$ cat config.mk
export PLATFORM = sky130hd
export DESIGN_NAME = qte_mul
export DESIGN_NICKNAME = d
export VERILOG_FILES = /design/src/hw/rtl/qte_pkg.sv /design/src/hw/rtl/qte_mul.sv
export SDC_FILE = /design/constraint.sdc
export NUM_CORES = 1
export LEC_CHECK = 0
export BUFFER_PORTS_ARGS = -buffer_cell sky130_fd_sc_hd__buf_2
export CAP_MARGIN = 20
export CORE_MARGIN = 2
export CORE_UTILIZATION = 55
export DETAILED_ROUTE_END_ITERATION = 7
export HOLD_SLACK_MARGIN = 0.1
export PLACE_DENSITY = 0.73
export SLEW_MARGIN = 20
export SYNTH_ARGS = -nofsm -noshare
export SYNTH_HDL_FRONTEND = slang
export SYNTH_SLANG_ARGS = --single-unit
$ cat constraint.sdc
create_clock -name clk -period 17.2 [get_ports clk]
set_input_delay 3.44 -clock clk [delete_from_list [all_inputs] [get_ports clk]]
set_output_delay 3.44 -clock clk [all_outputs]
set_load 0.01 [all_outputs]
$ cat src/hw/rtl/qte_pkg.sv
// ----------------------------------------------------------------------------
// qte_pkg: shared types and constants for the quaternion to Euler block
// Widths of the product, CORDIC and root datapaths, trim settings and the
// arctangent table in degrees with 16 fraction bits.
// ----------------------------------------------------------------------------
`timescale 1ns / 1ps

package qte_pkg;

  // trim averaging
  localparam int TRIM_SAMPLES = 100;
  localparam int TRIM_HALF    = TRIM_SAMPLES / 2;
  localparam int REM_W        = $clog2(TRIM_SAMPLES);
  localparam int TACC_W       = 24;
  localparam int TACC_CNT_W   = $clog2(TACC_W);

  // CORDIC
  localparam int CORDIC_STEPS = 16;
  localparam int TAB_LEN      = 24;
  localparam int CORDIC_ITERS = (CORDIC_STEPS < TAB_LEN) ? CORDIC_STEPS : TAB_LEN;
  localparam int STEP_W       = $clog2(CORDIC_ITERS + 1);
  localparam int CW           = 38;   // vector width
  localparam int ZW           = 27;   // angle accumulator, Q16 degrees
  localparam int ANG_W        = ZW - 8;

  // products and root
  localparam int MUL_BITS     = 16;
  localparam int ACC_W        = 34;
  localparam int S_W          = 32;
  localparam int SQ_W         = 31;

  typedef struct packed {
    logic signed [ACC_W-1:0] yaw_num;   // xy + wz
    logic signed [ACC_W-1:0] yaw_den;   // yy + zz
    logic signed [ACC_W-1:0] roll_num;  // yz + wx
    logic signed [ACC_W-1:0] roll_den;  // xx + yy
    logic signed [ACC_W-1:0] pitch_sin; // wy - xz
  } prod_t;

  // atan(2^-i) in degrees, Q16
  function automatic logic [21:0] atan_deg(input logic [4:0] i);
    logic [21:0] v;
    case (i)
      5'd0:  v = 22'd2949120;
      5'd1:  v = 22'd1740967;
      5'd2:  v = 22'd919879;
      5'd3:  v = 22'd466945;
      5'd4:  v = 22'd234379;
      5'd5:  v = 22'd117304;
      5'd6:  v = 22'd58666;
      5'd7:  v = 22'd29335;
      5'd8:  v = 22'd14668;
      5'd9:  v = 22'd7334;
      5'd10: v = 22'd3667;
      5'd11: v = 22'd1833;
      5'd12: v = 22'd917;
      5'd13: v = 22'd458;
      5'd14: v = 22'd229;
      5'd15: v = 22'd115;
      5'd16: v = 22'd57;
      5'd17: v = 22'd29;
      5'd18: v = 22'd14;
      5'd19: v = 22'd7;
      5'd20: v = 22'd4;
      5'd21: v = 22'd2;
      5'd22: v = 22'd1;
      default: v = 22'd0;
    endcase
    return v;
  endfunction

endpackage

$ cat src/hw/rtl/qte_mul.sv
// ----------------------------------------------------------------------------
// qte_mul: bit-serial sums of quaternion products
// Forms the five product sums of the rotation matrix terms, taking one
// multiplier bit per cycle, MSB first, with the MSB weighted negative.
// ----------------------------------------------------------------------------
`timescale 1ns / 1ps

module qte_mul
  import qte_pkg::*;
(
  input  logic               clk,
  input  logic               rst,
  input  logic               start,
  input  logic signed [15:0] quat_w,
  input  logic signed [15:0] quat_x,
  input  logic signed [15:0] quat_y,
  input  logic signed [15:0] quat_z,
  output prod_t              prod,
  output logic               finished
);

  localparam int CNT_W = $clog2(MUL_BITS);

  logic [15:0]        sh_x, sh_y, sh_z;
  logic signed [16:0] m_w, m_x, m_y, m_z, m_nx;
  logic [CNT_W-1:0]   cnt;
  logic               run;
  logic               first;
  prod_t              prod_next;

  // one partial product: the first bit carries negative weight
  function automatic logic signed [ACC_W-1:0] pp(input logic b, input logic f,
                                                 input logic signed [16:0] m);
    logic signed [ACC_W-1:0] r;
    if (!b) r = '0;
    else if (f) r = -ACC_W'(m);
    else r = ACC_W'(m);
    return r;
  endfunction

  assign first = (cnt == '0);

  // shift-accumulate all five sums
  always_comb begin
    prod_next.yaw_num   = (prod.yaw_num <<< 1) + pp(sh_y[15], first, m_x)
                          + pp(sh_z[15], first, m_w);
    prod_next.yaw_den   = (prod.yaw_den <<< 1) + pp(sh_y[15], first, m_y)
                          + pp(sh_z[15], first, m_z);
    prod_next.roll_num  = (prod.roll_num <<< 1) + pp(sh_z[15], first, m_y)
                          + pp(sh_x[15], first, m_w);
    prod_next.roll_den  = (prod.roll_den <<< 1) + pp(sh_x[15], first, m_x)
                          + pp(sh_y[15], first, m_y);
    prod_next.pitch_sin = (prod.pitch_sin <<< 1) + pp(sh_y[15], first, m_w)
                          + pp(sh_z[15], first, m_nx);
  end

  always_ff @(posedge clk) begin
    if (rst) begin
      run      <= 1'b0;
      finished <= 1'b0;
      cnt      <= '0;
    end else if (start) begin
      run      <= 1'b1;
      finished <= 1'b0;
      cnt      <= '0;
      sh_x     <= quat_x;
      sh_y     <= quat_y;
      sh_z     <= quat_z;
      m_w      <= 17'(quat_w);
      m_x      <= 17'(quat_x);
      m_y      <= 17'(quat_y);
      m_z      <= 17'(quat_z);
      m_nx     <= -17'(quat_x);
      prod     <= '0;
    end else if (run) begin
      prod <= prod_next;
      sh_x <= {sh_x[14:0], 1'b0};
      sh_y <= {sh_y[14:0], 1'b0};
      sh_z <= {sh_z[14:0], 1'b0};
      cnt  <= cnt + 1'b1;
      if (cnt == CNT_W'(MUL_BITS - 1)) begin
        run      <= 1'b0;
        finished <= 1'b1;
      end
    end
  end

endmodule

Word level (Yosys, flattened, before mapping) --
Index checks and enable logic that the tools add are counted.
Operators by class: add/sub/neg operators 17, equality and inequality tests 1, multiplexer cells 24, bitwise logic cells 1, reductions and logical operators 6
Operator list (count):
- $mux 34 | 14
- $add 34x34->34 | 10
- $mux 170 | 1
- $neg 16->34 | 4
- $mux 16 | 6
- $neg 17->34 | 1
- $neg 16->17 | 1
- $reduce_and 2->1 | 3
- $add 4x1->4 const B | 1
- $eq 4x4->1 const B | 1
- $logic_not 4->1 | 1
- $mux 1 | 3
- $reduce_bool 2->1 | 1
- $reduce_or 2->1 | 1
- $not 1->1 | 1
Storage, ports and cells: register bits 305, input port bits 67, output and inout bits 171, word-level logic and storage cells 65

Depth between registers and ports, before layout --
depth after elaboration 6, mapped depth 22, gate-level depth less buffers 21

Worst setup path after synthesis --
No wires, ideal clock.
path type input to register, start point in start, end point reg prod[0] in the netlist's numbering (enable), setup time 800 ps, arrival time 13079 ps, data required time 16400 ps, slack 3322 ps, cell stages on the path 4, path buffers 2, path through clkbuf_1 clkbuf_1 nor2_1 nor2_1
Between the ends: word-level cells in the longest chain between the ends 2
RTL lines:
- start, declared | line qte_mul.sv:13 | input logic start,
- $reduce_bool 2->1 (no line)
- $reduce_and 2->1 (no line)
- end signal, assigned | line qte_mul.sv:76 | prod <= prod_next;
- end, declared | line qte_mul.sv:18 | output prod_t prod,
No other way between the ends. A chain may end at the register's enable or synchronous reset.

Worst setup path in the final report --
start point reg cnt[0], end point reg prod[166] in the netlist's numbering (data pin)
Between the ends: word-level cells in the longest chain between the ends 6, elaborated cells on any way between the ends 8, classes of those cells add/sub: 2; mux: 5; reduce/logical: 1
RTL lines:
- start, declared | line qte_mul.sv:26 | logic [CNT_W-1:0] cnt;
- start signal, assigned | line qte_mul.sv:80 | cnt <= cnt + 1'b1;
- $logic_not 4->1 * | line qte_mul.sv:41 | assign first = (cnt == '0);
- $mux 34 | line qte_mul.sv:36 | else if (f) r = -ACC_W'(m);
- $mux 34 | line qte_mul.sv:35 | if (!b) r = '0;
- $add 34x34->34 | line qte_mul.sv:45 | prod_next.yaw_num = (prod.yaw_num <<< 1) + pp(sh_y[15], first, m_x)
- $add 34x34->34 * | line qte_mul.sv:46 | + pp(sh_z[15], first, m_w);
- $mux 170 * | line qte_mul.sv:75 | end else if (run) begin
Every way passes the cells marked *; elsewhere a longest branch is shown, timed or not. The select of a mux whose other input is x is not followed.

==> out/metrics.cfg <==
[timing]
fin_crit_sh_pct=36.6
finalHoldViolCount=0
worst_pin_slew_ns=1.11
finalCriticalPeriod_ns=6.29
finClkSkew_ns=0.0164
totalNegativeSetupSlack_ns=0
relSlewSlack_pct=26.2
rsz0062_at_grt=no
max_freq_mhz=159
drv_slew=0
setup_viol=0

[routing]
viasPerCell=6.01
wirelength_um=71900
final_antenna_net_count=0
drt_iter0_drc=1922
dr_total_vias=20900
wl_per_cell_um=20.7
dr.pass1.iters=8
drc=0

[pwr]
p_leak_nw=12.6
switching_share_pct=40.5
p_seq_share_pct=28.6
pwr-share-clk_pct=22.0
internal_power_mw=2.24
p_sw_mw=1.53
max-vdd-ir-drop_mv=0.108
power_density_nw_per_um2=128
p_comb_share_pct=49.3

[final_layout]
nets=3240
area_growth_pct=11.3
multi_input_area_um2=16600
final_cell_mix=edfxtp_1 (298), nor2_1 (250), buf_2 (236), ha_1 (184), a21oi_1 (169)
antennaDiodeCount=0
fin_area_um2=29400
seq_area_um2=9070
fillerInstances=4009
stdcell_count=3470
final_common_cell=edfxtp_1
drive_gt1_share_pct=13.6

[job]
maxCapViolCount=0

[clocking]
cts_tree=built
numClockSinks=304
holdBufCountCts=0
root_buffer=clkbuf_16
cts.clk_slew.worst_paths_ns=0.06
numCtsBuffers=39
post_cts_buffers=0
clk_latency_ns=0.57
cts_resized=0
ctsHtreeMaxLevel=2
clock_path_buffers=3

[floorplan]
dieArea_um2=49900
initial_core_util_pct=55.5
die_height_um=223
die_x_um=223
ios=238
rows=80
core_um2=47600

[logic_synthesis]
syn_nets=3048
synth_area_um2=26500
yosysSeqAreaShare_pct=34.3
yosysTopAreaCell=edfxtp_1
ys_types=78
yosysWarnings=0
yosys-top-cells-area=edfxtp_1 (34%), fa_1 (12%), ha_1 (8.7%), xnor2_1 (3.8%), nor2b_1 (3.7%)
synth_cells=2634
ys.flop_type=edfxtp_1
synth.avg_cell_area_um2=10.0
synth_edf_count=298
synthArstFlopShare_pct=0
synth-seq-cells=304
yosysTopAreaCellShare_pct=33.8

[critical_path]
worstReg2RegEnd=prod[166]
cp_num_cells=18
timing.rr.start=cnt[0]
crit_path_end=prod[166]
critPathArrivalTime_ns=6.55
critPathMaxStageDelay_ns=0.94
crit_path_end_kind=flip-flop
cp_top_family=simple AND/OR/NAND/NOR gates
cp_common_cell=nand2_1
worstPathCellList=inv_1, ha_1, nand2_2, buf_4, nand2_1, nand2_1, and2_1, fa_1, ha_1, nand2_1, o21ai_0, a211oi_1, a311oi_1, o21bai_1, a211oi_1, o31ai_1, a21oi_1, nor3b_1
cp.required_ns=17.46
cp-startpoint=cnt[0]
cp.buffers_inverters=2
worst_setup_path_start_kind=flip-flop
slowest_stage=nand2_1
crit_fanout=53
reg2reg_slack_ns=10.91
crit_type=reg -> reg
reg2regPathDepth=18

[grt]
grt_pass1_vias=20700
grt_antenna_before_repair=2
grtUsageTotal_pct=28.9
grt_pass1_wl_um=114000
grt_max_degree=84
grt.overflow.total=0

[hold_path]
min_path_type=reg -> reg

[place]
dp_cells=3400
port_buffers=237
dp_hpwl_um=53100
globalplace.congestion=0.918
dpl-instance-area_um2=28200

[run_status]
status=finished clean

state kept, by name, summed over array words and instances, names as in the netlist:
signal / flops
m_w: 16
m_nx: 16
m_y: 16
cnt: 4
run: 1
sh_y: 16
finished: 1
sh_x: 16
prod: 170
sh_z: 16
m_z: 16
m_x: 16
worst reg2reg max path: cells and delay by family (launching register included):
kind / cells / cell delay, ns
and+or+nand+nor: 6 / 2.15
AOI/OAI and AO/OA: 7 / 1.78
adders and majority gates: 3 / 1.07
buffers and inverters: 2 / 0.60
DFF: 1 / 0.38
final cells by class:
type                       count  area share [%]
multi-input combinational   2108            56.3
sequential                   304            30.8
timing repair buffer         253            4.48
clock buffer                  50            3.56
tap                          615            2.61
inverter                     120            1.53
clock inverter                20           0.756
power groups by stage:
stage	Sequential, mW	Combinational [mW]	Clock [mW]
floorplan	1.11	1.34	0
global placement	1.09	1.78	0
detailed placement	1.09	1.82	0
CTS	1.08	1.84	0.847
global route	1.09	2.08	0.871
finish	1.08	1.86	0.831
synthesized netlist by cell type (18+ instances only):
library cell  count
and3_1           18
nand3_1          43
xnor2_1         116
inv_1           120
nor3_1           72
nand2_1         142
o31ai_1          21
xor2_1           88
and2_1           97
mux2_2           49
a31oi_1          23
a21boi_0         41
ha_1            184
a211oi_1         27
nor2b_1         157
nor2_1          251
nand2b_1         26
o21a_1           53
o21ai_0          90
edfxtp_1        298
clkbuf_1         94
o21bai_1         19
a21o_1           97
fa_1            163
a21oi_1         170
metal layers:
| layer | wire length [µm] | part of all wire, % | global-route usage [%] |
|---|---|---|---|
| met5 | 11 | 0.015 | 0 |
| met2 | 33400 | 46 | 46.2 |
| met1 | 31100 | 43 | 40.3 |
| met4 | 2260 | 3.1 | 9.40 |
| met3 | 5140 | 7.2 | 4.99 |
kinds of logic (layout without fill, tap and decap cells):
logic type                 count (synthesis)  in the layout  synth area share [%]
AOI/OAI and AO/OA                        612            612                  15.1
xor gates and xnor gates                 205            205                  6.86
muxes                                     51             51                  2.16
buffers and inverters                    222            443                  3.18
DFF                                      304            304                  34.3
and+or+nand+nor                          893            893                  17.4
adders and majority gates                347            347                  21.0
per-stage QoR:
| stage | worst slack [ns] | hold WS [ns] | power [mW] | utilization [%] |
|---|---|---|---|---|
| floorplan | 3.32 | 0.525 | 2.45 | - |
| global placement | 10.86 | 0.526 | 2.87 | 59.1 |
| detailed placement | 10.82 | 0.534 | 2.91 | 59.1 |
| CTS | 11.08 | 0.544 | 3.77 | 61.8 |
| global route | 10.45 | 0.552 | 4.04 | 61.8 |
| finish | 10.91 | 0.544 | 3.77 | 61.8 |
worst min path at each step:
stage	startpoint	endpoint	slack, ns	depth (start not counted)
floorplan	sh_x[14]	sh_x[15]	0.52	1
global placement	sh_z[13]	sh_z[14]	0.53	1
detailed placement	sh_y[13]	sh_y[14]	0.53	1
CTS	sh_x[4]	sh_x[5]	0.54	1
global route	sh_z[12]	sh_z[13]	0.55	1
finish	sh_x[4]	sh_x[5]	0.54	1
No activity file was read; power rests on OpenSTA's default activity.
