==> src/hw/rtl/qte_pkg.sv <==
// ----------------------------------------------------------------------------
// qte_pkg: shared types and constants for the quaternion to Euler block
// Widths of the product, CORDIC and root datapaths, trim settings and the
// arctangent table in degrees with 16 fraction bits.
// ----------------------------------------------------------------------------
`timescale 1ns / 1ps

package qte_pkg;

  // trim averaging
  localparam int TRIM_SAMPLES = 100;
  localparam int TRIM_HALF    = TRIM_SAMPLES / 2;
  localparam int REM_W        = $clog2(TRIM_SAMPLES);
  localparam int TACC_W       = 24;
  localparam int TACC_CNT_W   = $clog2(TACC_W);

  // CORDIC
  localparam int CORDIC_STEPS = 16;
  localparam int TAB_LEN      = 24;
  localparam int CORDIC_ITERS = (CORDIC_STEPS < TAB_LEN) ? CORDIC_STEPS : TAB_LEN;
  localparam int STEP_W       = $clog2(CORDIC_ITERS + 1);
  localparam int CW           = 38;   // vector width
  localparam int ZW           = 27;   // angle accumulator, Q16 degrees
  localparam int ANG_W        = ZW - 8;

  // products and root
  localparam int MUL_BITS     = 16;
  localparam int ACC_W        = 34;
  localparam int S_W          = 32;
  localparam int SQ_W         = 31;

  typedef struct packed {
    logic signed [ACC_W-1:0] yaw_num;   // xy + wz
    logic signed [ACC_W-1:0] yaw_den;   // yy + zz
    logic signed [ACC_W-1:0] roll_num;  // yz + wx
    logic signed [ACC_W-1:0] roll_den;  // xx + yy
    logic signed [ACC_W-1:0] pitch_sin; // wy - xz
  } prod_t;

  // atan(2^-i) in degrees, Q16
  function automatic logic [21:0] atan_deg(input logic [4:0] i);
    logic [21:0] v;
    case (i)
      5'd0:  v = 22'd2949120;
      5'd1:  v = 22'd1740967;
      5'd2:  v = 22'd919879;
      5'd3:  v = 22'd466945;
      5'd4:  v = 22'd234379;
      5'd5:  v = 22'd117304;
      5'd6:  v = 22'd58666;
      5'd7:  v = 22'd29335;
      5'd8:  v = 22'd14668;
      5'd9:  v = 22'd7334;
      5'd10: v = 22'd3667;
      5'd11: v = 22'd1833;
      5'd12: v = 22'd917;
      5'd13: v = 22'd458;
      5'd14: v = 22'd229;
      5'd15: v = 22'd115;
      5'd16: v = 22'd57;
      5'd17: v = 22'd29;
      5'd18: v = 22'd14;
      5'd19: v = 22'd7;
      5'd20: v = 22'd4;
      5'd21: v = 22'd2;
      5'd22: v = 22'd1;
      default: v = 22'd0;
    endcase
    return v;
  endfunction

endpackage

==> src/hw/rtl/qte_root.sv <==
// ----------------------------------------------------------------------------
// qte_root: cosine term for the pitch arcsine
// Squares the clamped sine one bit per cycle, then takes the floor square
// root of (1 - s*s) in Q60, one result bit per cycle.
// ----------------------------------------------------------------------------
`timescale 1ns / 1ps

module qte_root
  import qte_pkg::*;
(
  input  logic                 clk,
  input  logic                 rst,
  input  logic                 start,
  input  logic signed [S_W-1:0] sine,
  output logic [SQ_W-1:0]      cosine,
  output logic                 finished
);

  localparam int RAD_W = 2 * SQ_W;
  localparam int REM_R = SQ_W + 3;
  localparam int CNT_W = $clog2(SQ_W);

  typedef enum logic [1:0] {R_IDLE, R_SQUARE, R_ROOT} phase_t;

  phase_t             phase;
  logic [SQ_W-1:0]    mag, mult;
  logic [RAD_W-1:0]   sq, sq_next, rad;
  logic [REM_R-1:0]   rem, r2, trial;
  logic [CNT_W-1:0]   cnt;
  logic signed [S_W-1:0] sabs;

  assign sabs    = sine[S_W-1] ? -sine : sine;
  assign sq_next = {sq[RAD_W-2:0], 1'b0} + (mag[SQ_W-1] ? RAD_W'(mult) : '0);
  assign r2      = {rem[REM_R-3:0], rad[RAD_W-1:RAD_W-2]};
  assign trial   = {1'b0, cosine, 2'b01};

  always_ff @(posedge clk) begin
    if (rst) begin
      phase    <= R_IDLE;
      finished <= 1'b0;
      cnt      <= '0;
    end else begin
      unique case (phase)
        R_IDLE: begin
          if (start) begin
            mult     <= sabs[SQ_W-1:0];
            mag      <= sabs[SQ_W-1:0];
            sq       <= '0;
            cnt      <= '0;
            finished <= 1'b0;
            phase    <= R_SQUARE;
          end
        end
        R_SQUARE: begin
          // shift in one multiplier bit of s*s
          sq  <= sq_next;
          mag <= {mag[SQ_W-2:0], 1'b0};
          if (cnt == CNT_W'(SQ_W - 1)) begin
            rad    <= (RAD_W'(1) << (RAD_W - 2)) - sq_next;
            rem    <= '0;
            cosine <= '0;
            cnt    <= '0;
            phase  <= R_ROOT;
          end else begin
            cnt <= cnt + 1'b1;
          end
        end
        R_ROOT: begin
          // one root bit from the next two radicand bits
          if (r2 >= trial) begin
            rem    <= r2 - trial;
            cosine <= {cosine[SQ_W-2:0], 1'b1};
          end else begin
            rem    <= r2;
            cosine <= {cosine[SQ_W-2:0], 1'b0};
          end
          rad <= {rad[RAD_W-3:0], 2'b00};
          cnt <= cnt + 1'b1;
          if (cnt == CNT_W'(SQ_W - 1)) begin
            finished <= 1'b1;
            phase    <= R_IDLE;
          end
        end
        default: phase <= R_IDLE;
      endcase
    end
  end

endmodule

==> config.mk <==
export PLATFORM = sky130hd
export DESIGN_NAME = qte_root
export DESIGN_NICKNAME = d
export VERILOG_FILES = /design/src/hw/rtl/qte_pkg.sv /design/src/hw/rtl/qte_root.sv
export SDC_FILE = /design/constraint.sdc
export NUM_CORES = 1
export LEC_CHECK = 0
export ABC_CLOCK_PERIOD_IN_PS = 14900
export BUFFER_PORTS_ARGS = -buffer_cell sky130_fd_sc_hd__buf_2
export CORE_MARGIN = 2
export CORE_UTILIZATION = 57
export DETAILED_ROUTE_END_ITERATION = 12
export MAX_ROUTING_LAYER = met4
export PLACE_DENSITY = 0.74
export SLEW_MARGIN = 30
export SYNTH_ARGS = -nofsm -noshare
export SYNTH_HDL_FRONTEND = slang
export SYNTH_SLANG_ARGS = --single-unit
==> constraint.sdc <==
create_clock -name clk -period 14.9 [get_ports clk]
set_input_delay 1.49 -clock clk [delete_from_list [all_inputs] [get_ports clk]]
set_output_delay 1.49 -clock clk [all_outputs]
set_load 0.005 [all_outputs]
# Yosys cells after proc, flatten, opt, wreduce, memory -nomap -nowiden
# Cells that the tools add are included.
classes:
  magnitude_cmp: 1
  reduce_logical: 11
  n_bitwise: 1
  n_mux: 24
  eq_ne: 6
  addsub: 5
op_table:
  columns: ["operator", "n"]
  rows:
  - ["$mux 31", 4]
  - ["$pmux 31 s2", 2]
  - ["$pmux 62 s2", 1]
  - ["$pmux 61 s2", 1]
  - ["$mux 32", 2]
  - ["$pmux 32 s2", 1]
  - ["$add 62x31->62", 1]
  - ["$mux 62", 1]
  - ["$sub 61x62->62 const A", 1]
  - ["$mux 61", 1]
  - ["$ge 34x33->1", 1]
  - ["$sub 32x32->32", 1]
  - ["$neg 31->31", 1]
  - ["$pmux 5 s3", 1]
  - ["$reduce_and 3->1", 5]
  - ["$mux 5", 2]
  - ["$mux 2", 3]
  - ["$ne 2x2->1 const B", 3]
  - ["$pmux 2 s3", 1]
  - ["$reduce_bool 2->1", 3]
  - ["$add 5x1->5 const B", 1]
  - ["$eq 5x5->1 const B", 1]
  - ["$mux 1", 3]
  - ["$reduce_bool 3->1", 1]
  - ["6 further kinds", 6]
totals:
  wordCells: 57
  ff_bits: 256
  output_inout_bits: 32
  in_bits: 35

# Depth between registers and ports, before layout
logic_depth:
  depth_word: 5
  ltp_mapped: 19
  mapped_depth_nobuf: 16

# Worst setup path after synthesis
# No wires, ideal clock.
synth_timing:
  path_type: "in2reg"
  startpoint: "input rst"
  endpoint: "register cosine[0], enable pin"
  arrival_time_ps: 10234
  slack_ps: 3904
  setup_time_ps: 762
  path_stages: 2
  cell_sequence: "clkbuf_1 > nor3_1"
synth_between:
  elab_chain_len: 2
synth_rtl:
  columns: ["element", "line", "rtl"]
  rows:
  - ["from (decl)", "qte_root.sv:12", "input logic rst,"]
  - ["$not 1->1 (no source line)", null, null]
  - ["$reduce_and 3->1 (no source line)", null, null]
  - ["to (signal assigned)", "qte_root.sv:72", "cosine <= {cosine[SQ_W-2:0], 1'b1};"]
  - ["to (signal assigned)", "qte_root.sv:75", "cosine <= {cosine[SQ_W-2:0], 1'b0};"]
  - ["to (decl)", "qte_root.sv:15", "output logic [SQ_W-1:0] cosine,"]
# Every way passes these cells.
# A chain may end at the register's enable or synchronous reset.

# Worst setup path in the final report
layout_timing:
  startpoint: "register mag[30]"
  endpoint: "register rad[55] (data pin)"
layout_between:
  elab_chain_len: 5
layout_rtl:
  columns: ["element", "line", "rtl"]
  rows:
  - ["from (decl)", "qte_root.sv:26", "logic [SQ_W-1:0] mag, mult;"]
  - ["from (signal assigned)", "qte_root.sv:47", "mag <= sabs[SQ_W-1:0];"]
  - ["from (signal assigned)", "qte_root.sv:57", "mag <= {mag[SQ_W-2:0], 1'b0};"]
  - ["$mux 31", "qte_root.sv:33", "assign sq_next = {sq[RAD_W-2:0], 1'b0} + (mag[SQ_W-1] ? RAD_W'(mult) : '0);"]
  - ["$add 62x31->62", "qte_root.sv:33", null]
  - ["$sub 61x62->62", "qte_root.sv:59", "rad <= (RAD_W'(1) << (RAD_W - 2)) - sq_next;"]
  - ["$mux 62", "qte_root.sv:58", "if (cnt == CNT_W'(SQ_W - 1)) begin"]
  - ["$pmux 62 s2", "qte_root.sv:43", "unique case (phase)"]
  - ["to (signal assigned)", "qte_root.sv:59", null]
  - ["to (signal assigned)", "qte_root.sv:77", "rad <= {rad[RAD_W-3:0], 2'b00};"]
  - ["to (decl)", "qte_root.sv:27", "logic [RAD_W-1:0] sq, sq_next, rad;"]
# Every way passes these cells. The select of a mux whose other input is x is not followed.

==> flow_metrics.tcl <==
set metrics [dict create \
    timing.setup.critical_path_class "register to register" \
    dieHeight_um 174 \
    yosys_register_bits 256 \
    worst-endpoint-arrival_ns 6.32 \
    layout-drive-gt1-share_pct 10.6 \
    fmax_mhz 169 \
    core.rowCount 62 \
    num-fill-cells 2363 \
    timing.critical_path.from_type "register" \
    ant_nets 0 \
    seq_area_frac_synth_pct 46.0 \
    synthToLayoutAreaGrowth_pct 10.3 \
    dp_hpwl_um 26400 \
    viasPerCell 5.94 \
    power_leakage_nw 6.81 \
    cp_data_required_time_ns 15.30 \
    rsz0062_at_grt "no" \
    netlist_area_um2 16600 \
    vdd_drop_max_uv 81.2 \
    dominantRegCellSynth "sky130_fd_sc_hd__edfxtp_1" \
    worst_setup_hold_path_clk_slew_ns 0.06 \
    core_region_area_um2 28600 \
    ys.warnings.count 0 \
    postRouteWirelength_um 36600 \
    cts-hold-fix-buffers 0 \
    portBuffers 66 \
    drt_iter0_markers 840 \
    floorplan.die_area_um2 30400 \
    crit_path_max_incr_delay_ns 0.58 \
    grt.total_usage_pct 24.8 \
    synth_cell_types 80 \
    setup_slack_of_the_critical_path_after_layout_ns 8.97 \
    outcome "finished, final reports clean" \
    timing_worst_slew_pin_value_ns 0.905 \
    post_cts_resize_count 0 \
    finalSetupViolCount 0 \
    crit_path_end_kind "register" \
    period_share_pct 39.8 \
    clock_insertion_delay_worst_skew_ns 0.55 \
    post-cts-setup-buffers 0 \
    clock_tree.buffer_depth 3 \
    synth_fp_nets 1789 \
    number_of_global_route_vias_before_repair 12283 \
    synth_cells 1683 \
    total_number_of_vias 12671 \
    antenna_found_initial 0 \
    antenna-diode-count 0 \
    drt_pass1_iterations 5 \
    io_pins 67 \
    grt_overflow 0 \
    class_of_the_tightest_hold_or_removal_check "register to register" \
    maxSlewHeadroom_pct 39.7 \
    cts_root_buf "sky130_fd_sc_hd__clkbuf_16" \
    numClockSinks 256 \
    max_cap_viol_count 0 \
    place_worst_setup_slack_ns 9.09 \
    die_w_um 174 \
    final_cell_mix "sky130_fd_sc_hd__edfxtp_1 (248), sky130_fd_sc_hd__nand2_1 (170), sky130_fd_sc_hd__nor2_1 (170)" \
    worst-path-max-fanout 31 \
    final_nets 1834 \
    powerDensity_nw_per_um2 106 \
    final-hold-violation-count 0 \
    tritoncts.num_buffers 29 \
    place.gp.congestion 0.933 \
    synth-edff-count 248 \
    fin_crit_period_ns 5.93 \
    clock_tree.htree_level_count 1 \
    final_routed_wire_length_divided_by_cell_count_um 17.2 \
    drc 0 \
    cts_tree "built" \
    crit_path_cell_trace "buf_4 > and2_1 > ha_1 > inv_1 > fa_1 > nand2b_1 > a21oi_1 > o21ai_1 > o41ai_4 > o21ai_0 > a211oi_1 > xnor2_1 > nor4b_1 > and4_1 > nand3_2 > or3_1 > a31oi_1" \
    effective_utilization_at_floorplan_pct 57.8 \
    grt_max_degree 70 \
    finClkSkew_ns 0.0119 \
    timing.setup.tns_ns 0 \
    final_common_cell "sky130_fd_sc_hd__edfxtp_1" \
    syn_area_per_cell_um2 9.84 \
    global_route_wire_length_before_repair_um 60400 \
    slew_violations 0 \
    postSynth.asyncResetShare_pct 0 \
    cp_slowest_cell "sky130_fd_sc_hd__and4_1" \
]
## where the power goes
| part | switching, mW | internal [mW] | leakage [nW] | total, mW |
|---|---|---|---|---|
| Clock | 0.295 | 0.442 | 0.470 | 0.737 |
| Combinational | 0.208 | 0.128 | 3.95 | 0.337 |
| Sequential | 0.0168 | 0.844 | 2.39 | 0.860 |
| Total | 0.520 | 1.41 | 6.81 | 1.93 |
## state kept, by name, indices dropped and copies added, names as in the netlist
name	count
phase	2
sq	61
finished	1
mag	31
cnt	5
rad	62
mult	31
cosine	31
rem	32
## worst max-delay path: cells and delay by family, from the launching register on
family,cells,cell delay [ns]
compound gates,6,2.17
simple gates,6,2.07
xor+xnor,1,0.32
flops,1,0.33
buf+inv,2,0.30
fa+ha+maj,2,0.58
## per-layer routing
layer  vias to the layer above  share of wire, %  global-route usage (%)
met1                      6024                45                    32.6
met5                         -                 0                       -
met4                         0               2.1                    6.13
met2                       336                47                    41.1
met3                        56               5.8                    3.30
li1                       6255                 -                       -
## path summary, 6_finish.rpt
kind / endpoint / cells after the start / from / slack, ns
setup / recovery: rad[55]$_DFFE_PP_ / 17 / mag[30]$_DFFE_PP_ / 8.97
hold / removal: finished$_SDFFE_PP0P_ / 1 / finished$_SDFFE_PP0P_ / 0.49
setup reg to reg: rad[55]$_DFFE_PP_ / 17 / mag[30]$_DFFE_PP_ / 8.97
hold reg to reg: finished$_SDFFE_PP0P_ / 1 / finished$_SDFFE_PP0P_ / 0.49
## final cells by class
cell class,instances,area (um^2),share of cell area (%)
tap,384,480,2.63
timing repair buffer,79,468,2.56
clock buffer,30,729,3.99
clock inverter,21,249,1.36
inverter,66,248,1.36
sequential,256,7610,41.7
multi-input combinational,1296,8480,46.4
## per-stage QoR
step	power (mW)	utilization, %	hold slack, ns	instances	instance area (um^2)
2_1_floorplan	1.13	-	0.458	1683	16600
3_3_place_gp	1.20	60.2	0.472	2079	17200
3_5_place_dp	1.21	60.4	0.478	2081	17300
4_1_cts	1.95	63.8	0.490	2132	18300
5_1_grt	2.02	63.8	0.509	2132	18300
6_report	1.93	63.8	0.489	2132	18300
## logic make-up after synthesis
family | after synthesis | synth area share, %
AOI/OAI and AO/OA | 359 | 13.8
muxes | 62 | 3.95
buffers and inverters | 131 | 3.11
xor gates and xnor gates | 153 | 8.10
DFF | 256 | 46.0
adders and majority gates | 71 | 5.41
and+or+nand+nor | 651 | 19.6
## synth_stat cells (all sizes together) (9+ instances only)
cell type | number | share of area [%]
o31ai | 13 | 0.59
and3 | 23 | 0.87
o211ai | 12 | 0.57
a31oi | 11 | 0.45
xnor2 | 84 | 4.4
nand2b | 17 | 0.64
nand3 | 38 | 1.2
o41ai | 9 | 0.59
a21oi | 83 | 2.6
or3 | 21 | 0.85
mux2i | 35 | 2.1
nor3 | 44 | 1.4
o21a | 19 | 0.87
clkbuf | 56 | 1.3
nand2 | 170 | 3.9
inv | 66 | 1.5
nor4 | 19 | 0.76
mux2 | 27 | 1.8
ha | 70 | 5.3
a211oi | 14 | 0.67
nand4 | 33 | 1.3
edfxtp | 248 | 45
nor2b | 12 | 0.45
a21o | 30 | 1.4
nor2 | 171 | 3.9
xor2 | 69 | 3.7
and2 | 62 | 2.3
o21ai | 118 | 3.6
buf | 9 | 0.35
Power figures use the tool's default switching activity.
