===== src/hw/rtl/qte_pkg.sv =====
// ----------------------------------------------------------------------------
// qte_pkg: shared types and constants for the quaternion to Euler block
// Widths of the product, CORDIC and root datapaths, trim settings and the
// arctangent table in degrees with 16 fraction bits.
// ----------------------------------------------------------------------------
`timescale 1ns / 1ps

package qte_pkg;

  // trim averaging
  localparam int TRIM_SAMPLES = 100;
  localparam int TRIM_HALF    = TRIM_SAMPLES / 2;
  localparam int REM_W        = $clog2(TRIM_SAMPLES);
  localparam int TACC_W       = 24;
  localparam int TACC_CNT_W   = $clog2(TACC_W);

  // CORDIC
  localparam int CORDIC_STEPS = 16;
  localparam int TAB_LEN      = 24;
  localparam int CORDIC_ITERS = (CORDIC_STEPS < TAB_LEN) ? CORDIC_STEPS : TAB_LEN;
  localparam int STEP_W       = $clog2(CORDIC_ITERS + 1);
  localparam int CW           = 38;   // vector width
  localparam int ZW           = 27;   // angle accumulator, Q16 degrees
  localparam int ANG_W        = ZW - 8;

  // products and root
  localparam int MUL_BITS     = 16;
  localparam int ACC_W        = 34;
  localparam int S_W          = 32;
  localparam int SQ_W         = 31;

  typedef struct packed {
    logic signed [ACC_W-1:0] yaw_num;   // xy + wz
    logic signed [ACC_W-1:0] yaw_den;   // yy + zz
    logic signed [ACC_W-1:0] roll_num;  // yz + wx
    logic signed [ACC_W-1:0] roll_den;  // xx + yy
    logic signed [ACC_W-1:0] pitch_sin; // wy - xz
  } prod_t;

  // atan(2^-i) in degrees, Q16
  function automatic logic [21:0] atan_deg(input logic [4:0] i);
    logic [21:0] v;
    case (i)
      5'd0:  v = 22'd2949120;
      5'd1:  v = 22'd1740967;
      5'd2:  v = 22'd919879;
      5'd3:  v = 22'd466945;
      5'd4:  v = 22'd234379;
      5'd5:  v = 22'd117304;
      5'd6:  v = 22'd58666;
      5'd7:  v = 22'd29335;
      5'd8:  v = 22'd14668;
      5'd9:  v = 22'd7334;
      5'd10: v = 22'd3667;
      5'd11: v = 22'd1833;
      5'd12: v = 22'd917;
      5'd13: v = 22'd458;
      5'd14: v = 22'd229;
      5'd15: v = 22'd115;
      5'd16: v = 22'd57;
      5'd17: v = 22'd29;
      5'd18: v = 22'd14;
      5'd19: v = 22'd7;
      5'd20: v = 22'd4;
      5'd21: v = 22'd2;
      5'd22: v = 22'd1;
      default: v = 22'd0;
    endcase
    return v;
  endfunction

endpackage


===== src/hw/rtl/qte_cordic.sv =====
// ----------------------------------------------------------------------------
// qte_cordic: iterative vectoring CORDIC for atan2
// One micro-rotation per cycle; stops early once y reaches zero. The angle
// is kept in Q16 degrees and rounded to 1/256 degree at the output.
// ----------------------------------------------------------------------------
`timescale 1ns / 1ps

module qte_cordic
  import qte_pkg::*;
(
  input  logic                   clk,
  input  logic                   rst,
  input  logic                   start,
  input  logic signed [CW-1:0]   vec_x,
  input  logic signed [CW-1:0]   vec_y,
  output logic signed [ANG_W-1:0] angle,
  output logic                   finished
);

  localparam logic signed [ZW-1:0] DEG180 = ZW'(180 * 65536);

  logic signed [CW-1:0] cx, cy, sx, sy;
  logic signed [ZW-1:0] cz, tab, rnd;
  logic [STEP_W-1:0]    step;
  logic                 run;

  assign sx    = cx >>> step;
  assign sy    = cy >>> step;
  assign tab   = ZW'(atan_deg(5'(step)));
  assign rnd   = cz + ZW'(128);
  assign angle = rnd[ZW-1:8];

  always_ff @(posedge clk) begin
    if (rst) begin
      run      <= 1'b0;
      finished <= 1'b0;
      step     <= '0;
    end else if (start) begin
      run      <= 1'b1;
      finished <= 1'b0;
      step     <= '0;
      // fold the left half plane onto the right
      if (vec_x < 0) begin
        cz <= (vec_y >= 0) ? DEG180 : -DEG180;
        cx <= -vec_x;
        cy <= -vec_y;
      end else begin
        cz <= '0;
        cx <= vec_x;
        cy <= vec_y;
      end
    end else if (run) begin
      if (step == STEP_W'(CORDIC_ITERS) || cy == '0) begin
        run      <= 1'b0;
        finished <= 1'b1;
      end else begin
        // rotate toward the x axis
        if (cy > 0) begin
          cx <= cx + sy;
          cy <= cy - sx;
          cz <= cz + tab;
        end else begin
          cx <= cx - sy;
          cy <= cy + sx;
          cz <= cz - tab;
        end
        step <= step + 1'b1;
      end
    end
  end

endmodule


===== config.mk =====
export PLATFORM = sky130hd
export DESIGN_NAME = qte_cordic
export DESIGN_NICKNAME = d
export VERILOG_FILES = /design/src/hw/rtl/qte_pkg.sv /design/src/hw/rtl/qte_cordic.sv
export SDC_FILE = /design/constraint.sdc
export NUM_CORES = 1
export LEC_CHECK = 0
export BUFFER_PORTS_ARGS = -buffer_cell sky130_fd_sc_hd__clkbuf_2
export CORE_MARGIN = 2
export CORE_UTILIZATION = 44
export DETAILED_ROUTE_END_ITERATION = 8
export PLACE_DENSITY_LB_ADDON = 0.25
export SYNTH_ARGS = -nofsm -noshare
export SYNTH_HDL_FRONTEND = slang
export SYNTH_SLANG_ARGS = --single-unit
export TNS_END_PERCENT = 50

===== constraint.sdc =====
create_clock -name clk -period 18.1 [get_ports clk]
set_clock_uncertainty 0.15 [all_clocks]
set_input_delay 2.715 -clock clk [delete_from_list [all_inputs] [get_ports clk]]
set_output_delay 2.715 -clock clk [all_outputs]
set_load 0.05 [all_outputs]

# After elaboration in Yosys (flattened, before gate mapping)
# Memory sizes are Yosys's and may differ from the RTL's. A register that Yosys moved wholly into a read port is not among the register bits.
# Index checks and enable logic that the tools add are counted.
[classes] shifts=2 addsub=10 n_mux=21 n_bitwise=2 eq_ne=2 reduce_logical=7 magnitude_cmp=3
[ops] op="38-bit 2-to-1 mux" n=10
[ops] op="27-bit 2-to-1 mux" n=6
[ops] op="38-bit adder" n=2
[ops] op="38-bit negation" n=2
[ops] op="38-bit by 5-bit >>> shifter with 38-bit output" n=2
[ops] op="38-bit subtractor" n=2
[ops] op="38-bit by 1-bit >= comparator with 1-bit output, second input constant" n=1
[ops] op="38-bit by 1-bit > comparator with 1-bit output, second input constant" n=1
[ops] op="38-bit zero test" n=1
[ops] op="38-bit by 1-bit less-than comparator with 1-bit output, second input constant" n=1
[ops] op="27-bit by 23-bit adder with 27-bit output" n=1
[ops] op="27-bit by 9-bit adder with 27-bit output, second input constant" n=1
[ops] op="27-bit by 23-bit subtractor with 27-bit output" n=1
[ops] op="5-bit 2-to-1 mux" n=2
[ops] op="5-bit by 1-bit adder with 5-bit output, second input constant" n=1
[ops] op="5-bit == test, second input constant" n=1
[ops] op="2-bit AND reduction" n=2
[ops] op="1-bit 2-to-1 mux" n=3
[ops] op="3-bit AND reduction" n=1
[ops] op="2-bit inequality test, second input constant" n=1
[ops] op="1-bit inverter" n=2
[ops] op="2-bit nonzero test" n=1
[ops] op="2-bit OR reduction" n=1
[ops] op="1-bit logical OR" n=1
[totals] elab_cells=54 output_inout_bits=20 memories=1 mem_bits_ro=704 ff_bits=110 inputBits=79
[memory_table] name="(name not given)" depth=32 width=22 read_ports=1 rd_clocked_by_memory_dff=1 write_ports=0 line_no="qte_pkg.sv:43" text="case (i)"

# Depth between registers and ports, before layout
# Gate-level depths: netlist (run 1).
[depth] ltp_word=6 ltp_mapped=28 ltp_nobuf=22

# Worst setup path after synthesis (run 1)
# No wires, ideal clock.
[synth_timing] path_type="input-to-reg" start="input port start" end="register cx[0] (enable)" setup_ns=0.600 n_path_buf=3 cell_stages=5 arrival_time_ns=8.454 slack_ns=8.897 cell_sequence="clkbuf_1 > inv_1 > clkbuf_1 > clkbuf_1 > a21oi_1"
[synth_between] elab_chain_cells=2
[synth_lines] element="from (decl)" line_no="qte_cordic.sv:13" text="input logic start,"
[synth_lines] element="2-bit inequality test (no line) / 2-bit nonzero test (equally long branches)"
[synth_lines] element="3-bit AND reduction (no line) (*)"
[synth_lines] element="to (signal assigned)" line_no="qte_cordic.sv:45" text="cx <= -vec_x;"
[synth_lines] element="to (signal assigned)" line_no="qte_cordic.sv:49" text="cx <= vec_x;"
[synth_lines] element="to (signal assigned)" line_no="qte_cordic.sv:59" text="cx <= cx + sy;"
[synth_lines] element="to (decl)" line_no="qte_cordic.sv:22" text="logic signed [CW-1:0] cx, cy, sx, sy;"
# Every way passes the cells marked *; elsewhere a longest branch is shown, timed or not.
# A chain may end at the register's enable or synchronous reset.

# Final worst setup path (run 1)
[layout_timing] start="register step[0]" end="register cx[36], data pin"
[layout_between] elab_chain_cells=6
[layout_lines] element="from (decl)" line_no="qte_cordic.sv:24" text="logic [STEP_W-1:0] step;"
[layout_lines] element="from (signal assigned)" line_no="qte_cordic.sv:67" text="step <= step + 1'b1;"
[layout_lines] element="38-bit by 5-bit >>> shifter with 38-bit output (*)" line_no="qte_cordic.sv:28" text="assign sy = cy >>> step;"
[layout_lines] element="38-bit subtractor / 38-bit adder (equally long branches)" line_no="qte_cordic.sv:63, qte_cordic.sv:59"
[layout_lines] element="38-bit 2-to-1 mux (*)" line_no="qte_cordic.sv:58" text="if (cy > 0) begin"
[layout_lines] element="38-bit 2-to-1 mux (*)" line_no="qte_cordic.sv:53" text="if (step == STEP_W'(CORDIC_ITERS) || cy == '0) begin"
[layout_lines] element="38-bit 2-to-1 mux (*)" line_no="qte_cordic.sv:52" text="end else if (run) begin"
[layout_lines] element="38-bit 2-to-1 mux (*)" line_no="qte_cordic.sv:38" text="end else if (start) begin"
[layout_lines] element="to (signal assigned)" line_no="qte_cordic.sv:45"
[layout_lines] element="to (signal assigned)" line_no="qte_cordic.sv:59"
[layout_lines] element="to (signal assigned)" line_no="qte_cordic.sv:63" text="cx <= cx - sy;"
# Every way passes the cells marked *; elsewhere a longest branch is shown, timed or not. The select of a mux whose other input is x is not followed.

==> impl_metrics.toml, run 1 <==
[outcome]
violations = "design-rule violations"
status = "finished, violations left"

[clocking]
clk_path_buf_depth = 2
hold_buffers = 0
post_cts_resized = 0
post-cts-setup-buffer-count = 0
cts_buffers = 17
htree_levels = 4
cts_tree = "built"
cts.root.buffer_cell = "clkbuf_16"
clkLatencyLatePin_ns = 0.52
clkTransAtPathRegs_ns = 0.07
clock-sinks = 132

[detailed_routing]
wl_met1_um = 31110
met3_length_um = 6251
vias = 20540
top_layer = "met5"
drtIter0Drc = 2146
ant_nets = 0
routed_wl_um = 74980
wl_met2_um = 34620
wl_per_cell_um = 24.32
dr.pass1.iters = 8
drc = 3
vias_per_cell = 6.662

[yosys]
yosysUniqueCellTypes = 99
synthFlopType = "edfxtp_1"
yosysWarnings = 0
synth-simple-area-share_pct = 17.85
synthCells = 2481
synth_edf_count = 103
ys_async_sr_fraction_pct = 0
syn_area_um2 = 20840
ys_seq_area_share_pct = 17.62
synthAdderAreaFrac_pct = 7.251
synth-compound-area-share_pct = 23.84
synth-seq-cells = 132
synth_top_family_by_area = "compound AO/OA/AOI/OAI gates"
syn_avg_cell_area_um2 = 8.402
synth_xor_area_share_pct = 10.86
synthesis.nets = 2679
muxShareOfSynthArea_pct = 17.59

[grt]
grt_pass1_vias = 19250
grt_pass1_wl_um = 114800
grt_overflow_total = 0
grt_start_max_net_pins = 154
grt_usage_pct = 29.88
grt_antenna_before_repair = 1

[critical_path]
rrSetupSlack_ns = 10.12
worstPathMaxFanout = 63
critPathArrivalTime_ns = 8.09
crit_required_ns = 18.21
cp-start-kind = "register"
reg2reg_depth = 24
end_kind = "register"
crit_type = "register to register"
crit-reg2reg-launch = "step[0]"
reg2reg_to = "cx[36]"

[pwr]
vdd_drop_max_v = 0.00009754
pwr-share-comb_pct = 65.8
power_switching_mw = 1.406
p_leak_nw = 8.295
seqPwrFrac_pct = 21.2
p_int_mw = 1.413
p_total_mw = 2.819
pwr-share-clk_pct = 13.1
power_density_nw_per_um2 = 127.5
p_sw_share_pct = 49.88

[worst_hold_path]
min_to = "finished"
holdPathStages = 2
hold_path_class = "register to register"
hold_path_startpoint = "finished"

[placed_design]
gp_congestion = 0.9889
numPortBuffers = 98
place_hpwl_um = 56110

[sta]
finalHoldViolCount = 0
fmax_ghz = 0.1254
rsz0062_at_grt = "no"
slew_headroom_pct = 24.76
fin_crit_sh_pct = 44.07
drv_slew = 0
worst_slew_pin_slew_ns = 1.120
setup_tns_ns = 0
setup-violations-final = 0
fin_crit_ns = 7.976

[floorplan]
start_util_pct = 44.68
die_x_um = 221.7
num_rows = 79
core_area_um2 = 46650
ios = 99
die_h_um = 221.7
die_area_um2 = 49130

[flow_run]
cap_violations = 0

[layout]
fillers = 4553
fin_nets = 2661
drive_above_1_share_pct = 13.89
synthToLayoutAreaGrowth_pct = 6.069
final_cell_mix = "nand2_1, nor2_1, o21ai_0"
mostFrequentLayoutCell = "nand2_1"
utilization_pct = 47.39
antenna_cells = 0
[layout make-up]
| class | instances | area (um2) | share of cell area (%) |
|---|---|---|---|
| Multi-Input combinational cell | 2129 | 16160 | 73.08 |
| Sequential cell | 132 | 3690 | 16.69 |
| Tap cell | 607 | 759.5 | 3.435 |
| Timing Repair Buffer | 120 | 670.6 | 3.033 |
| Clock buffer | 18 | 450.4 | 2.037 |
| Inverter | 63 | 236.5 | 1.070 |
| Clock inverter | 14 | 145.1 | 0.6564 |
[state kept, by name, indices dropped and copies added, names as in the netlist]
signal    count
cx           38
cy           38
cz           27
finished      1
run           1
step          5
tab          22
[worst max-delay path by stage]
stage / from / to
after floorplan: start / cx[0]
after global placement: step[2] / cx[36]
after detailed placement: step[2] / cx[36]
after CTS: step[2] / cx[36]
after global routing: step[0] / cx[36]
final: step[0] / cx[36]
[through the flow]
stage | worst slack (ns) | hold WS [ns] | area (um2) | std cells
after floorplan | 8.897 | 0.3514 | 20850 | 2481
after global placement | 10.45 | 0.3634 | 21510 | 3051
after detailed placement | 10.24 | 0.3607 | 21510 | 3051
after CTS | 10.20 | 0.3764 | 22110 | 3083
after global routing | 9.532 | 0.4093 | 22110 | 3083
final | 10.12 | 0.3746 | 22110 | 3083
[worst max-delay path, cell delays in order, from the launching register on]
cell,delay (ns)
dfxtp_4,0.80
buf_4,0.79
mux2i_1,0.32
o22ai_1,0.10
a2111oi_0,0.67
a221oi_1,0.23
inv_1,0.11
ha_1,0.16
nor2b_1,0.35
nor4bb_1,0.29
buf_4,0.22
nand3_2,0.17
o41ai_2,0.49
nand2_1,0.10
o211ai_1,0.13
ha_1,0.33
a2111oi_0,0.45
o21a_1,0.19
o21ai_0,0.11
a221o_1,0.31
a41oi_1,0.29
o311ai_0,0.22
o31ai_1,0.32
nor4b_1,0.10
a211o_1,0.29
[synth_stat cells (21+ instances only)]
| library cell | instances | share of area [%] |
|---|---|---|
| a21o_1 | 55 | 2.0 |
| a21oi_1 | 169 | 4.1 |
| a31oi_1 | 35 | 1.1 |
| and3_1 | 21 | 0.63 |
| buf_2 | 31 | 0.74 |
| clkbuf_1 | 87 | 1.6 |
| dfxtp_1 | 29 | 2.8 |
| edfxtp_1 | 103 | 15 |
| ha_1 | 116 | 7.0 |
| inv_1 | 59 | 1.1 |
| mux2_2 | 50 | 2.7 |
| mux2i_1 | 101 | 4.8 |
| mux4_2 | 90 | 9.7 |
| nand2_1 | 227 | 4.1 |
| nand2b_1 | 33 | 0.99 |
| nand3_1 | 62 | 1.5 |
| nor2_1 | 191 | 3.4 |
| nor2b_1 | 24 | 0.72 |
| nor3_1 | 46 | 1.1 |
| o21a_1 | 21 | 0.76 |
| o21ai_0 | 169 | 4.1 |
| o22ai_1 | 29 | 0.87 |
| o31ai_1 | 46 | 1.7 |
| or3_1 | 26 | 0.78 |
| xnor2_1 | 158 | 6.6 |
| xor2_1 | 98 | 4.1 |
[per-layer routing]
layer  track usage [%]  up-vias
li1                  -     9446
met1             38.56     9926
met2             48.30      982
met3             5.990      184
met4             13.51        2
met5                 0        -
[kinds of logic after synthesis]
group / after synthesis
flops: 132
compound gates: 751
xor+xnor: 257
fa+ha+maj: 119
simple gates: 758
mux: 244
buf+inv: 220
[power groups by stage]
stage | Clock, mW | Combinational [mW] | Sequential, mW
floorplan | 0 | 1.44 | 0.496
global placement | 0 | 1.79 | 0.595
detailed placement | 0 | 1.81 | 0.593
CTS | 0.376 | 1.83 | 0.588
global route | 0.385 | 2.03 | 0.598
finish | 0.368 | 1.85 | 0.597
Power figures use the tool's default switching activity.
==> run 2, diff against run 1 <==
Clock period 18.1 ns to 7.8 ns, I/O delays scaled along.
==> run 2 against run 1 <==
Net effect:
- the run still ends with design-rule violations left
- clock-buffer cell count up 1
- routed wire length rose by 1.1%
- non-clock buffer count is 38 higher
- highest routed layer unchanged
==> impl_metrics.toml, run 2 (same netlist as run 1, synthesis figures left out) <==
[grt]
grt_pass1_vias = 19680
grt_overflow_total = 0
grt_pass1_wl_um = 116100
grt_antenna_before_repair = 2
grt_start_max_net_pins = 89
grt_usage_pct = 30.25

[pwr]
p_sw_share_pct = 49.25
p_leak_nw = 8.494
pwr-share-clk_pct = 13.2
p_total_mw = 6.562
seqPwrFrac_pct = 20.5
power_density_nw_per_um2 = 292.4
vdd_drop_max_v = 0.0002197
power_switching_mw = 3.232
p_int_mw = 3.330
pwr-share-comb_pct = 66.3

[clocking]
clkTransAtPathRegs_ns = 0.08
cts_tree = "built"
clock-sinks = 132
clk_path_buf_depth = 2
clkLatencyLatePin_ns = 0.51
htree_levels = 4
cts.root.buffer_cell = "clkbuf_16"
post_cts_resized = 0
cts_buffers = 17

[detailed_routing]
dr.pass1.iters = 8
vias_per_cell = 6.635
ant_nets = 0
wl_per_cell_um = 24.30
routed_wl_um = 75840
drc = 3
vias = 20710
drtIter0Drc = 2322

[sta]
finalHoldViolCount = 0
fin_crit_ns = 7.290
setup_tns_ns = 0
slew_headroom_pct = 26.36
setup-violations-final = 0
setup_ws_ns = 0.5096
whs_ns = 0.3601
fin_crit_sh_pct = 93.47
fmax_ghz = 0.1372
rsz0062_at_grt = "no"
drv_slew = 0
worst_slew_pin_slew_ns = 1.096

[placed_design]
post-place-ws_ns = 0.5457
place_hpwl_um = 57840
gp_congestion = 1.088
numPortBuffers = 98

[critical_path]
cp-start-kind = "register"
critPathArrivalTime_ns = 7.38
crit_type = "register to register"
worstPathMaxFanout = 64
crit_required_ns = 7.89
reg2reg_to = "cx[36]"
crit-reg2reg-launch = "step[3]"
rrSetupSlack_ns = 0.51
end_kind = "register"
crit_path_end = "cx[36]"
crit_start = "step[3]"
reg2reg_depth = 23

[worst_hold_path]
hold_path_class = "register to register"

[layout]
utilization_pct = 48.10
drive_above_1_share_pct = 15.16
final_cell_mix = "nand2_1, nor2_1, o21ai_0"
synthToLayoutAreaGrowth_pct = 7.659
antenna_cells = 0
fillers = 4543
mostFrequentLayoutCell = "nand2_1"
fin_nets = 2699
reg.largest.list = "cx (38), cy (38), cz (27)"

[flow_run]
cap_violations = 0

[outcome]
violations = "design-rule violations"
status = "finished, violations left"

[floorplan]
start_util_pct = 44.68
die_x_um = 221.7
die_area_um2 = 49130
die_h_um = 221.7
ios = 99
core_area_um2 = 46650
num_rows = 79
## run 2: per-stage QoR
step | area (um2) | cells
after floorplan | 20850 | 2481
after global placement | 21800 | 3088
after detailed placement | 21800 | 3088
after CTS | 22420 | 3120
after global routing | 22440 | 3121
final | 22440 | 3121
## run 2: layer usage
metal  vias up  global-route usage [%]  wire length [um]
li1       9520                       -                 -
met1     10040                   39.01             31530
met2       963                   49.01             35050
met3       177                   6.984              6376
met4         4                   11.94              2860
met5         -                       0                23
## run 2: worst min path at each step
stage,startpoint,end,slack [ns],cells after the start
global placement,finished,finished,0.32,2
detailed placement,finished,finished,0.34,2
floorplan,run,finished,0.35,2
global route,finished,finished,0.42,2
CTS,finished,finished,0.37,2
finish,finished,finished,0.36,2
## run 2: worst max-delay path, stage by stage, from the launching register on
cell	delay, ns
dfxtp_4	0.91
mux4_2	0.46
mux4_2	0.54
nand2_1	0.13
o221ai_1	0.27
inv_1	0.13
ha_1	0.16
nor2b_1	0.19
nor4bb_1	0.27
buf_4	0.23
nand3_2	0.09
o41ai_2	0.46
nand2_1	0.10
o211ai_1	0.13
ha_1	0.34
a2111oi_0	0.46
o21a_1	0.18
o21ai_0	0.12
a221o_1	0.31
a41oi_1	0.36
o311ai_0	0.26
o31ai_1	0.32
nor4b_1	0.09
a211o_1	0.29
## run 2: area by class of cell
cell class | instances | area (um2) | area share (%)
multi-input combinational | 2129 | 16160 | 71.99
sequential | 132 | 3690 | 16.44
timing repair buffer | 158 | 980.9 | 4.371
tap | 607 | 759.5 | 3.384
clock buffer | 19 | 475.5 | 2.119
inverter | 63 | 236.5 | 1.054
clock inverter | 13 | 143.9 | 0.6412
## run 2: what timing repair did
action	CTS	global route
setup buffers	0	1
endpoints found under the setup margin	0	2
hold buffers	0	0
## run 2: power groups by stage
| stage | combinational, mW | clock, mW | sequential (mW) |
|---|---|---|---|
| 3_5_place_dp | 4.26 | 0 | 1.34 |
| 3_3_place_gp | 4.20 | 0 | 1.34 |
| 6_report | 4.35 | 0.864 | 1.34 |
| 5_1_grt | 4.77 | 0.908 | 1.36 |
| 4_1_cts | 4.29 | 0.887 | 1.33 |
| 2_1_floorplan | 3.34 | 0 | 1.15 |
